==> config.mk <==
export PLATFORM = sky130hd
export DESIGN_NAME = gradient_magnitude_direction_unit
export DESIGN_NICKNAME = d
export VERILOG_FILES = /design/src/hdl/gmd_pkg.sv /design/src/hdl/gradient_magnitude_direction_unit.sv /design/src/hdl/gmd_lane.sv /design/src/hdl/gmd_merge.sv /design/src/hdl/gmd_isqrt.sv
export SDC_FILE = /design/constraint.sdc
export NUM_CORES = 2
export LEC_CHECK = 0
export ABC_AREA = 1
export BUFFER_PORTS_ARGS = -buffer_cell sky130_fd_sc_hd__buf_2
export CORE_MARGIN = 1
export CORE_UTILIZATION = 44
export CTS_CLUSTER_DIAMETER = 120
export DETAILED_ROUTE_END_ITERATION = 10
export PLACE_DENSITY = 0.66
export SETUP_SLACK_MARGIN = 0.2
export SKIP_LAST_GASP = 1
export SLEW_MARGIN = 10
export SYNTH_ARGS = -nofsm -noshare
export SYNTH_HDL_FRONTEND = slang
export SYNTH_SLANG_ARGS = --single-unit
==> constraint.sdc <==
create_clock -name clock -period 85.4 [get_ports clock]
set_input_delay 8.54 -clock clock [delete_from_list [all_inputs] [get_ports clock]]
set_output_delay 8.54 -clock clock [all_outputs]
set_load 0.02 [all_outputs]
==> src/hdl/gmd_pkg.sv <==
// ----------------------------------------------------------------------------
// gmd_pkg: shared types and constants for the gradient magnitude/direction unit
// Payload structs, field widths, configuration reset value and tan(pi/8) split.
// ----------------------------------------------------------------------------
package gmd_pkg;

   localparam int GRAD_FIELD_W   = 16;
   localparam int MAG_W          = 16;
   localparam int CODE_W         = 6;
   localparam int DIMS_W         = 2;
   localparam int FIELD_AXES     = 3;

   localparam int DEF_MAX_DIMS   = 3;
   localparam int DEF_GRAD_WIDTH = 16;

   localparam logic [DIMS_W-1:0] DIMS_RESET = 2'd2;

   // tan(pi/8) as a 40-bit fraction, split in two 20-bit halves
   localparam int                  TAN_SPLIT = 20;
   localparam logic [39:0]         TAN_FRAC  = 40'h6A09E667F4;
   localparam logic [TAN_SPLIT-1:0] TAN_HI   = TAN_FRAC[39:20];
   localparam logic [TAN_SPLIT-1:0] TAN_LO   = TAN_FRAC[19:0];

   typedef struct packed {
      logic signed [GRAD_FIELD_W-1:0] grad_first;
      logic signed [GRAD_FIELD_W-1:0] grad_second;
      logic signed [GRAD_FIELD_W-1:0] grad_third;
   } req_payload_type;

   typedef struct packed {
      logic [MAG_W-1:0]  magnitude;
      logic [CODE_W-1:0] direction_code;
   } rsp_payload_type;

endpackage

==> src/hdl/gradient_magnitude_direction_unit.sv <==
// ----------------------------------------------------------------------------
// gradient_magnitude_direction_unit: gradient magnitude and direction code
// Per pixel: floor sqrt of the sum of squared components, plus strong-axis
// sign bits against a tan(pi/8) threshold of the largest component.
// ----------------------------------------------------------------------------
// Usage
//   req_*  : one pixel's gradient components per transfer (valid/stall).
//   rsp_*  : magnitude and direction code, one transfer per request.
//   csr_*  : write of dims_in_use (2 bits); csr_ready is always high.
//            Write only while the block holds no pending pixel.
// Throughput: one pixel per cycle while the skid is empty. Every stage holds one pixel;
//   the pipeline advances as a whole.
// Pipeline: two lane stages (abs, square), three merge stages (sum/max,
//   threshold products, compare), GRAD_WIDTH + 1 square root stages (one
//   root bit each), then one output register.
// Stall: the output register is backed by a one-entry skid buffer. A pixel
//   leaving the pipeline while the output is stalled goes into the skid; the
//   pipeline and req_stall then hold until the output drains. req_stall is
//   a registered signal.
// Reset: clears all valid flags (no result pending) and sets dims_in_use
//   to 2. No clearing pass; requests are taken in the first cycle after.
// ----------------------------------------------------------------------------
module gradient_magnitude_direction_unit #(
   parameter int MAX_DIMS   = gmd_pkg::DEF_MAX_DIMS,
   parameter int GRAD_WIDTH = gmd_pkg::DEF_GRAD_WIDTH
) (
   input  logic                          clock,
   input  logic                          reset,
   // request channel
   input  logic                          req_valid,
   output logic                          req_stall,
   input  gmd_pkg::req_payload_type      req_data,
   // response channel
   output logic                          rsp_valid,
   input  logic                          rsp_stall,
   output gmd_pkg::rsp_payload_type      rsp_data,
   // configuration write
   input  logic                          csr_valid,
   output logic                          csr_ready,
   input  logic [gmd_pkg::DIMS_W-1:0]    csr_data
);
   import gmd_pkg::*;

   localparam int SW     = 2*GRAD_WIDTH + 2;   // sum of squares width
   localparam int RW     = SW / 2;             // root width
   localparam int PIPE_N = 5 + RW;             // lanes 2, merge 3, root RW

   // configuration
   logic [DIMS_W-1:0] dims_ff, dims_in;
   logic [DIMS_W-1:0] dims_eff;
   logic [MAX_DIMS-1:0] lane_used;

   // pipeline control: one shared advance, valid flag per stage
   logic              advance;
   logic [PIPE_N-1:0] pipe_v_ff, pipe_v_in;

   // output register and skid
   logic            out_v_ff, out_v_in;
   logic            skid_v_ff, skid_v_in;
   rsp_payload_type out_ff, out_in;
   rsp_payload_type skid_ff, skid_in;
   rsp_payload_type pipe_rsp;

   // lane datapath
   logic [GRAD_FIELD_W-1:0] grad_raw [FIELD_AXES];
   logic [GRAD_WIDTH-1:0]   lane_abs [MAX_DIMS];
   logic                    lane_neg [MAX_DIMS];
   logic [2*GRAD_WIDTH-1:0] lane_sq  [MAX_DIMS];

   logic [SW-1:0]      sum;
   logic [CODE_W-1:0]  merge_code;
   logic [RW-1:0]      root;
   logic [CODE_W-1:0]  root_code;
   logic [RW+MAG_W-1:0] root_ext;

   // the pipeline only stops once the skid is holding a result
   assign advance   = ~skid_v_ff;
   assign req_stall = skid_v_ff;
   assign csr_ready = 1'b1;
   assign rsp_valid = out_v_ff;
   assign rsp_data  = out_ff;

   assign grad_raw[0] = $unsigned(req_data.grad_first);
   assign grad_raw[1] = $unsigned(req_data.grad_second);
   assign grad_raw[2] = $unsigned(req_data.grad_third);

   // axes beyond the configured count (clamped to MAX_DIMS) read as zero
   always_comb begin
      dims_eff = (dims_ff > DIMS_W'(MAX_DIMS)) ? DIMS_W'(MAX_DIMS) : dims_ff;
      for (int a = 0; a < MAX_DIMS; a++) begin
         lane_used[a] = DIMS_W'(a) < dims_eff;
      end
   end

   for (genvar a = 0; a < MAX_DIMS; a++) begin : g_lane
      gmd_lane #(
         .GW (GRAD_WIDTH)
      ) u_lane (
         .clock    (clock),
         .advance  (advance),
         .used     (lane_used[a]),
         .grad_raw (grad_raw[a]),
         .abs_val  (lane_abs[a]),
         .neg      (lane_neg[a]),
         .square   (lane_sq[a])
      );
   end

   gmd_merge #(
      .LANES (MAX_DIMS),
      .GW    (GRAD_WIDTH)
   ) u_merge (
      .clock   (clock),
      .advance (advance),
      .abs_val (lane_abs),
      .neg     (lane_neg),
      .square  (lane_sq),
      .sum     (sum),
      .code    (merge_code)
   );

   gmd_isqrt #(
      .SW    (SW),
      .TAG_W (CODE_W)
   ) u_isqrt (
      .clock    (clock),
      .advance  (advance),
      .in_x     (sum),
      .in_tag   (merge_code),
      .out_root (root),
      .out_tag  (root_code)
   );

   // saturate the root to the 16-bit field (only bites for wide gradients)
   always_comb begin
      root_ext                = {{MAG_W{1'b0}}, root};
      pipe_rsp.direction_code = root_code;
      if (root_ext > (RW+MAG_W)'({MAG_W{1'b1}})) begin
         pipe_rsp.magnitude = '1;
      end else begin
         pipe_rsp.magnitude = root_ext[MAG_W-1:0];
      end
   end

   // next-state logic
   always_comb begin
      dims_in   = (csr_valid && csr_ready) ? csr_data : dims_ff;
      pipe_v_in = advance ? {pipe_v_ff[PIPE_N-2:0], req_valid} : pipe_v_ff;
      out_v_in  = out_v_ff;
      out_in    = out_ff;
      skid_v_in = skid_v_ff;
      skid_in   = skid_ff;
      if (!out_v_ff || !rsp_stall) begin
         // output free: drain the skid first, else take the pipeline's end
         if (skid_v_ff) begin
            out_in    = skid_ff;
            out_v_in  = 1'b1;
            skid_v_in = 1'b0;
         end else begin
            out_in    = pipe_rsp;
            out_v_in  = advance & pipe_v_ff[PIPE_N-1];
         end
      end else if (advance && pipe_v_ff[PIPE_N-1]) begin
         // output stalled and a result arrives: park it
         skid_in   = pipe_rsp;
         skid_v_in = 1'b1;
      end
   end

   always_ff @(posedge clock) begin
      if (reset) begin
         dims_ff   <= DIMS_RESET;
         pipe_v_ff <= '0;
         out_v_ff  <= 1'b0;
         skid_v_ff <= 1'b0;
      end else begin
         dims_ff   <= dims_in;
         pipe_v_ff <= pipe_v_in;
         out_v_ff  <= out_v_in;
         skid_v_ff <= skid_v_in;
      end
   end

   always_ff @(posedge clock) begin
      out_ff  <= out_in;
      skid_ff <= skid_in;
   end

endmodule

==> src/hdl/gmd_lane.sv <==
// ----------------------------------------------------------------------------
// gmd_lane: one axis of the gradient datapath
// Sign and absolute value of one component, then its square (two stages).
// ----------------------------------------------------------------------------
module gmd_lane #(
   parameter int GW = gmd_pkg::DEF_GRAD_WIDTH
) (
   input  logic                            clock,
   input  logic                            advance,
   input  logic                            used,
   input  logic [gmd_pkg::GRAD_FIELD_W-1:0] grad_raw,
   output logic [GW-1:0]                   abs_val,
   output logic                            neg,
   output logic [2*GW-1:0]                 square
);
   import gmd_pkg::*;

   logic [GW+GRAD_FIELD_W-1:0] raw_ext;
   logic [GW-1:0]              comp;
   logic [GW-1:0]              abs1_ff, abs1_in;
   logic                       neg1_ff, neg1_in;
   logic [GW-1:0]              abs2_ff;
   logic                       neg2_ff;
   logic [2*GW-1:0]            sq2_ff, sq2_in;

   always_comb begin
      raw_ext = {{GW{1'b0}}, grad_raw};
      comp    = raw_ext[GW-1:0];
      neg1_in = used & comp[GW-1];
      if (!used) begin
         abs1_in = '0;
      end else if (comp[GW-1]) begin
         abs1_in = (~comp) + GW'(1);
      end else begin
         abs1_in = comp;
      end
      sq2_in = (2*GW)'(abs1_ff) * (2*GW)'(abs1_ff);
   end

   always_ff @(posedge clock) begin
      if (advance) begin
         abs1_ff <= abs1_in;
         neg1_ff <= neg1_in;
         abs2_ff <= abs1_ff;
         neg2_ff <= neg1_ff;
         sq2_ff  <= sq2_in;
      end
   end

   assign abs_val = abs2_ff;
   assign neg     = neg2_ff;
   assign square  = sq2_ff;

endmodule

==> src/hdl/gmd_merge.sv <==
// ----------------------------------------------------------------------------
// gmd_merge: combines the lanes
// Sum of squares and largest magnitude, threshold products, direction code.
// ----------------------------------------------------------------------------
module gmd_merge #(
   parameter int LANES = gmd_pkg::DEF_MAX_DIMS,
   parameter int GW    = gmd_pkg::DEF_GRAD_WIDTH
) (
   input  logic                      clock,
   input  logic                      advance,
   input  logic [GW-1:0]             abs_val [LANES],
   input  logic                      neg     [LANES],
   input  logic [2*GW-1:0]           square  [LANES],
   output logic [2*GW+1:0]           sum,
   output logic [gmd_pkg::CODE_W-1:0] code
);
   import gmd_pkg::*;

   localparam int SW = 2*GW + 2;
   localparam int PW = GW + TAN_SPLIT;

   // stage: sum and maximum
   logic [SW-1:0] sum3_ff, sum3_in;
   logic [GW-1:0] max3_ff, max3_in;
   logic [GW-1:0] abs3_ff [LANES];
   logic          neg3_ff [LANES];
   // stage: max times tan(pi/8), in two halves
   logic [PW-1:0] hi4_ff, hi4_in;
   logic [PW-1:0] lo4_ff, lo4_in;
   logic [SW-1:0] sum4_ff;
   logic [GW-1:0] abs4_ff [LANES];
   logic          neg4_ff [LANES];
   // stage: compare and code
   logic [PW-1:0]     thresh;
   logic              above;
   logic [CODE_W-1:0] code5_ff, code5_in;
   logic [SW-1:0]     sum5_ff;

   always_comb begin
      sum3_in = '0;
      max3_in = '0;
      for (int a = 0; a < LANES; a++) begin
         sum3_in = sum3_in + SW'(square[a]);
         if (abs_val[a] > max3_in) begin
            max3_in = abs_val[a];
         end
      end
   end

   always_comb begin
      hi4_in = PW'(max3_ff) * PW'(TAN_HI);
      lo4_in = PW'(max3_ff) * PW'(TAN_LO);
   end

   // abs * 2^40 > TAN * max, evaluated exactly on the 20-bit split
   always_comb begin
      thresh   = hi4_ff + PW'(lo4_ff[PW-1:TAN_SPLIT]);
      above    = 1'b0;
      code5_in = '0;
      for (int a = 0; a < LANES; a++) begin
         above = {abs4_ff[a], {TAN_SPLIT{1'b0}}} > thresh;
         code5_in[2*a]   = above & ~neg4_ff[a];
         code5_in[2*a+1] = above &  neg4_ff[a];
      end
   end

   always_ff @(posedge clock) begin
      if (advance) begin
         sum3_ff  <= sum3_in;
         max3_ff  <= max3_in;
         abs3_ff  <= abs_val;
         neg3_ff  <= neg;
         hi4_ff   <= hi4_in;
         lo4_ff   <= lo4_in;
         sum4_ff  <= sum3_ff;
         abs4_ff  <= abs3_ff;
         neg4_ff  <= neg3_ff;
         code5_ff <= code5_in;
         sum5_ff  <= sum4_ff;
      end
   end

   assign sum  = sum5_ff;
   assign code = code5_ff;

endmodule

==> src/hdl/gmd_isqrt.sv <==
// ----------------------------------------------------------------------------
// gmd_isqrt: pipelined floor square root
// One root bit per stage, restoring digit-by-digit method; tag rides along.
// ----------------------------------------------------------------------------
module gmd_isqrt #(
   parameter int SW    = 2*gmd_pkg::DEF_GRAD_WIDTH + 2,
   parameter int TAG_W = gmd_pkg::CODE_W
) (
   input  logic              clock,
   input  logic              advance,
   input  logic [SW-1:0]     in_x,
   input  logic [TAG_W-1:0]  in_tag,
   output logic [SW/2-1:0]   out_root,
   output logic [TAG_W-1:0]  out_tag
);
   localparam int RW    = SW / 2;
   localparam int REM_W = RW + 2;

   logic [SW-1:0]    x_ff    [RW];
   logic [SW-1:0]    x_in    [RW];
   logic [REM_W-1:0] rem_ff  [RW];
   logic [REM_W-1:0] rem_in  [RW];
   logic [RW-1:0]    root_ff [RW];
   logic [RW-1:0]    root_in [RW];
   logic [TAG_W-1:0] tag_ff  [RW];
   logic [TAG_W-1:0] tag_in  [RW];

   always_comb begin
      logic [SW-1:0]    xp;
      logic [REM_W-1:0] remp;
      logic [REM_W-1:0] shifted;
      logic [REM_W-1:0] trial;
      logic [RW-1:0]    rootp;
      logic             ge;
      for (int k = 0; k < RW; k++) begin
         if (k == 0) begin
            xp        = in_x;
            remp      = '0;
            rootp     = '0;
            tag_in[k] = in_tag;
         end else begin
            xp        = x_ff[k-1];
            remp      = rem_ff[k-1];
            rootp     = root_ff[k-1];
            tag_in[k] = tag_ff[k-1];
         end
         shifted    = {remp[REM_W-3:0], xp[SW-1:SW-2]};
         trial      = {rootp, 2'b01};
         ge         = shifted >= trial;
         rem_in[k]  = ge ? (shifted - trial) : shifted;
         root_in[k] = {rootp[RW-2:0], ge};
         x_in[k]    = {xp[SW-3:0], 2'b00};
      end
   end

   always_ff @(posedge clock) begin
      if (advance) begin
         x_ff    <= x_in;
         rem_ff  <= rem_in;
         root_ff <= root_in;
         tag_ff  <= tag_in;
      end
   end

   assign out_root = root_ff[RW-1];
   assign out_tag  = tag_ff[RW-1];

endmodule

; ---- Word-level counts from Yosys, hierarchy flattened
; Index checks and enable logic that the tools add are counted.
[word_totals]
word_cells = 220
regBits = 1346
[classes]
muxes = 26
n_addsub = 22
bitwise_logic = 18
order_cmp = 28
n_reduce_logical = 9
n_mul = 5
[ops]
columns = cell, count
row1 = $mux 17, 15
row2 = $gt 36x36->1, 3
row3 = $mul 16x16->32, 3
row4 = $mux 16, 4
row5 = $add 16x1->16 const B, 3
row6 = $not 16->16, 3
row7 = $mux 15, 3
row8 = $add 35x15->36, 1
row9 = $add 34x32->34, 1
row10 = $mul 16x18->34 const B, 1
row11 = $add 32x32->33, 1
row12 = $mul 16x17->33 const B, 1
row13 = $gt 16x16->1, 2
row14 = $mux 22, 1
row15 = $ge 19x10->1, 1
row16 = $ge 19x11->1, 1
row17 = $ge 19x12->1, 1
row18 = $ge 19x13->1, 1
row19 = $ge 19x14->1, 1
row20 = $ge 19x15->1, 1
row21 = $ge 19x16->1, 1
row22 = $ge 19x17->1, 1
row23 = $ge 19x18->1, 1
row24 = $ge 19x3->1, 1
row25 = other kinds (37), 56

; ---- Longest topological paths before layout
[logic_depth]
ltp_word = 6
mapped_depth = 27
depth_no_buf = 25

; ---- Hierarchy
; A second synthesis with hierarchy kept.
[unflattened]
cells_unflattened = 10583
area_unflattened_um2 = 97828.8
[modules_own_cells]
columns = mod, n_inst, cells_each, area_each_um2
row1 = gmd_isqrt, 1, 3925, 38863.5
row2 = gmd_merge, 1, 2427, 24523.5
row3 = gmd_lane at g_lane[0].u_lane ..., 2, 1313, 10572.6
row4 = gmd_lane at g_lane[2].u_lane, 1, 1308, 10543.9
row5 = gradient_magnitude_direction_unit, 1, 297, 2752.6

; ---- Worst setup path before layout
; OpenSTA, ideal clock, no wires.
[synth_timing]
path_kind = reg2reg
startpoint = register skid_v_ff, in the netlist req_stall
endpoint = register g_lane[0].u_lane.abs1_ff[0] (enable)
required_ns = 83.302
arrival_ns = 34.229
path_slack_ns = 49.074
period_less_slack_ns = 36.326
n_path_buf = 1
path_stages_with_launch = 3
path_cell_list = dfxtp_1 -> clkinv_1 -> clkbuf_1
[synth_rtl]
columns = item, line_no
row1 = from (decl), gradient_magnitude_direction_unit.sv:59  ; logic skid_v_ff, skid_v_in;
row2 = from (signal assigned), gradient_magnitude_direction_unit.sv:180  ; skid_v_ff <= skid_v_in;
row3 = to (signal assigned), gmd_lane.sv:42  ; abs1_ff <= abs1_in;
row4 = to (decl), gmd_lane.sv:20  ; logic [GW-1:0] abs1_ff, abs1_in;
; No word-level cell between the ends.

; ---- Final worst setup path
[layout_timing]
startpoint = register out_ff, in the netlist rsp_data[4]
endpoint = output port rsp_data[4] (netlist bit)
[layout_rtl]
columns = item, line_no
row1 = from (decl), gradient_magnitude_direction_unit.sv:60  ; rsp_payload_type out_ff, out_in;
row2 = from (signal assigned), gradient_magnitude_direction_unit.sv:185  ; out_ff <= out_in;
row3 = to (decl), gradient_magnitude_direction_unit.sv:36  ; output gmd_pkg::rsp_payload_type rsp_data,
; No word-level cell between the ends.

==> results.txt <==
The run finished with clean final reports. For this run, the register share of the synthesized area comes to 0.429. The upper clock frequency limit came out at approximately 100 MHz. The initial antenna violation count is 7. The final weighted congestion in routability-driven placement came out at 0.936. The share of synthesized registers carrying an async set or reset came out at 0. The initial utilization of the core area, before any placement, comes to 0.442.

The I/O pin count came out at 80. The via count came out at 60200. The final layout contains 10700 nets. The path class of the tightest hold or removal check is reg -> reg.

The final number of max-transition violations came out at 0. The area share of the largest cell type after synthesis is 0.424. The via count of the first global-routing pass came out at ~62000. The most numerous cell in the Yosys netlist is sky130_fd_sc_hd__inv_1.

For this run, the leading register cell type out of synthesis is sky130_fd_sc_hd__edfxtp_1. sky130_fd_sc_hd__edfxtp_1 takes more of the synthesized area than any other cell. The clock skew is 0.0300 ns. The mean number of vias per cell is 5.03.

The synthesized area is 91600 um2. The die height came out at 458 um. The number of nets handed over by synthesis was approximately 11000. The largest stage delay on the critical path is 0.36 ns. The final setup violation count came out at 0. The post-synthesis register bit count is 1318.

The post-route DRC violation count is 0. The number of iterations in the first detailed-routing pass is 5. The count of routing violations after the opening detailed-route iteration is roughly 3900. For this run, the number of Yosys warnings is 0.

The area growth from synthesis to layout came out at 8.98%. The worst-path cell with the longest stage delay is sky130_fd_sc_hd__edfxtp_1. The number of buffers inserted to repair setup after CTS came out at 0. The largest buffer count on any clock path came out at 3. The tool flagged a number of max-cap violations equal to 0.

The later pin in the worst-skew pair is clocked with a latency of 0.78 ns. The post-detailed-route count of antenna-violating nets is 0. The number of instances resized during post-cts repair came out at 0. The final critical path time including I/O delays and setup came out at 9.83 ns. The measured slew at the worst slew-check pin is 1.10 ns.

Entering global routing, the biggest net connects 197 pins. The worst setup path is captured at an output port. Measured against its own limit, the worst slew margin works out to 0.264. The number of enable flip-flop cells after synthesis came out at 1292.

The detailed-placement wirelength estimate came out at 160000 um. The placement-stage cell area is 95100 um2. The final number of hold-violating endpoints is 0.

The average size of a mapped cell is 10.2 um2. The signal arrival time at the worst endpoint is 1.29 ns. The count of standard-cell rows is roughly 170.

The required arrival time at the worst endpoint came out at 76.86 ns. Dividing the detail-routed wire length by the instance count gives between 15 and 20 um. The first global-routing pass estimated 327000 um of wire. Buffers inserted to repair hold after CTS numbered 0.

Setup repair after global routing left no endpoint under its margin. The total routed wirelength came out at between 200000 and 250000 um. The ratio of cells with drive above 1 in the final layout is 0.0458.

In this run, CTS created clock tree buffers numbering 140. In the global route stage, overall resource usage came out at 0.197. The type of the worst setup path is reg -> out.

The tree is rooted in a sky130_fd_sc_hd__clkbuf_16. By count the netlist is led by 1885 x sky130_fd_sc_hd__inv_1, 1521 x sky130_fd_sc_hd__nand2_1, 1292 x sky130_fd_sc_hd__edfxtp_1. By area the synthesized netlist is led by sky130_fd_sc_hd__edfxtp_1 42%, sky130_fd_sc_hd__fa_1 14%, sky130_fd_sc_hd__ha_1 12%, sky130_fd_sc_hd__inv_1 7.7%, sky130_fd_sc_hd__nand2_1 6.2%. After synthesis, the netlist uses 72 different library cells. TritonCTS built the clock tree. The family with the most delay on the worst path is flip-flops. The die is 458 um wide.

The clock sink count is 1318. The worst setup path is launched from a flip-flop. The final instance area came out at 99800 um2. The synthesized instance count is 8957. The area of the core came out at slightly above 200000 um2.

The number of H-tree levels is 4. The floorplan step defined a die boundary enclosing between 200000 and 250000 um2. Walking the worst path, the cells encountered are buf_2. The post-route clock period utilization is 0.115. The port buffer count came out at 78. The clock transition time at the flip-flop clock pins of the worst setup and hold paths came out at roughly 0.060 ns. The sum of overflow across all layers after global routing is 0.

Along the worst path, the maximum fanout reaches 1. The number of buffers and inverters on the critical path is 1. The final-layout setup total negative slack is 0 ns.
==> cell type report <==
| type | instances | area [um2] |
|---|---|---|
| Fill cell | 18800 | 107000 |
| Multi-Input combinational cell | 5601 | 44500 |
| Sequential cell | 1318 | 39300 |
| Inverter | 1894 | 7120 |
| Clock buffer | 162 | 3670 |
| Tap cell | 2788 | 3490 |
| Clock inverter | 87 | 1020 |
| Timing Repair Buffer | 108 | 653 |
| Antenna cell | 2 | 5.00 |
==> layout by cell type (no fill, tap or decap), drive strengths merged, types with 236 or more instances in the layout <==
| master | n |
|---|---|
| ha | 885 |
| nor2 | 517 |
| nand2 | 1526 |
| inv | 1904 |
| o21ai | 395 |
| edfxtp | 1292 |
| nand3 | 236 |
| a21oi | 471 |
| fa | 661 |
| xor2 | 276 |
==> logic make-up after synthesis <==
group / count (synthesis) / share of synthesized area
AND/OR/NAND/NOR: 2553 / 0.115
buffers and inverters: 2038 / 0.0844
adder cells (fa/ha/maj): 1546 / 0.265
flip-flops: 1318 / 0.429
AO/OA/AOI/OAI: 1095 / 0.0667
XOR/XNOR: 402 / 0.0384
multiplexers: 3 / 0.000369
other: 2 / 0.0000820
==> sequential cells by signal, summed over array words and instances, names as in the netlist, 6 cells and up <==
| signal | count |
|---|---|
| u_merge.lo4_ff | 15 |
| u_merge.abs4_ff | 48 |
| u_merge.hi4_ff | 34 |
| u_isqrt.rem_ff | 254 |
| u_isqrt.x_ff | 272 |
| u_isqrt.out_tag | 6 |
| g_lane.u_lane.abs_val | 45 |
| skid_ff | 22 |
| u_merge.code | 6 |
| u_isqrt.tag_ff | 96 |
| g_lane.u_lane.square | 93 |
| u_merge.sum4_ff | 34 |
| u_merge.sum | 34 |
| u_merge.abs3_ff | 48 |
| u_isqrt.out_root | 17 |
| u_merge.sum3_ff | 34 |
| u_merge.max3_ff | 16 |
| pipe_v_ff | 22 |
| u_isqrt.root_ff | 136 |
| rsp_data | 22 |
| g_lane.u_lane.abs1_ff | 48 |
==> per-layer routing <==
layer  vias to the layer above  track usage  part of all wire
li1                      29400            -                 -
met1                     29200        0.242              0.42
met2                      1242        0.346              0.50
met3                       369       0.0279             0.043
met4                         4       0.0804             0.041
met5                         -            0           0.00010
==> per-stage QoR <==
| step | std cells | util | setup slack, ns | hold WS, ns |
|---|---|---|---|---|
| 6_report | 12000 | 0.482 | 75.57 | 0.405 |
| 5_1_grt | 12000 | 0.482 | 75.49 | 0.399 |
| 4_1_cts | 12000 | 0.482 | 75.48 | 0.398 |
| 3_5_place_dp | 11700 | 0.459 | 74.99 | 0.405 |
| 3_3_place_gp | 11700 | 0.459 | 74.96 | 0.400 |
| 2_1_floorplan | 8957 | - | 49.07 | 0.400 |
==> final timing paths <==
| path | start | end | slack, ns | cells after the start |
|---|---|---|---|---|
| worst min-delay path | u_isqrt.x_ff[466]$_DFFE_PN_ | u_isqrt.x_ff[434]$_DFFE_PN_ | 0.40 | 0 |
| worst min register to register | u_isqrt.x_ff[466]$_DFFE_PN_ | u_isqrt.x_ff[434]$_DFFE_PN_ | 0.40 | 0 |
| worst max register to register | g_lane[1].u_lane.abs1_ff[14]$_SDFFCE_PN0N_ | g_lane[1].u_lane.square[28]$_DFFE_PN_ | 78.84 | 19 |
| worst max-delay path | rsp_data[4]$_DFFE_PN_ | rsp_data[4] | 75.57 | 1 |
Power is not shown: default switching activity piles up to over one toggle a cycle in this logic, so the estimate is an artifact.
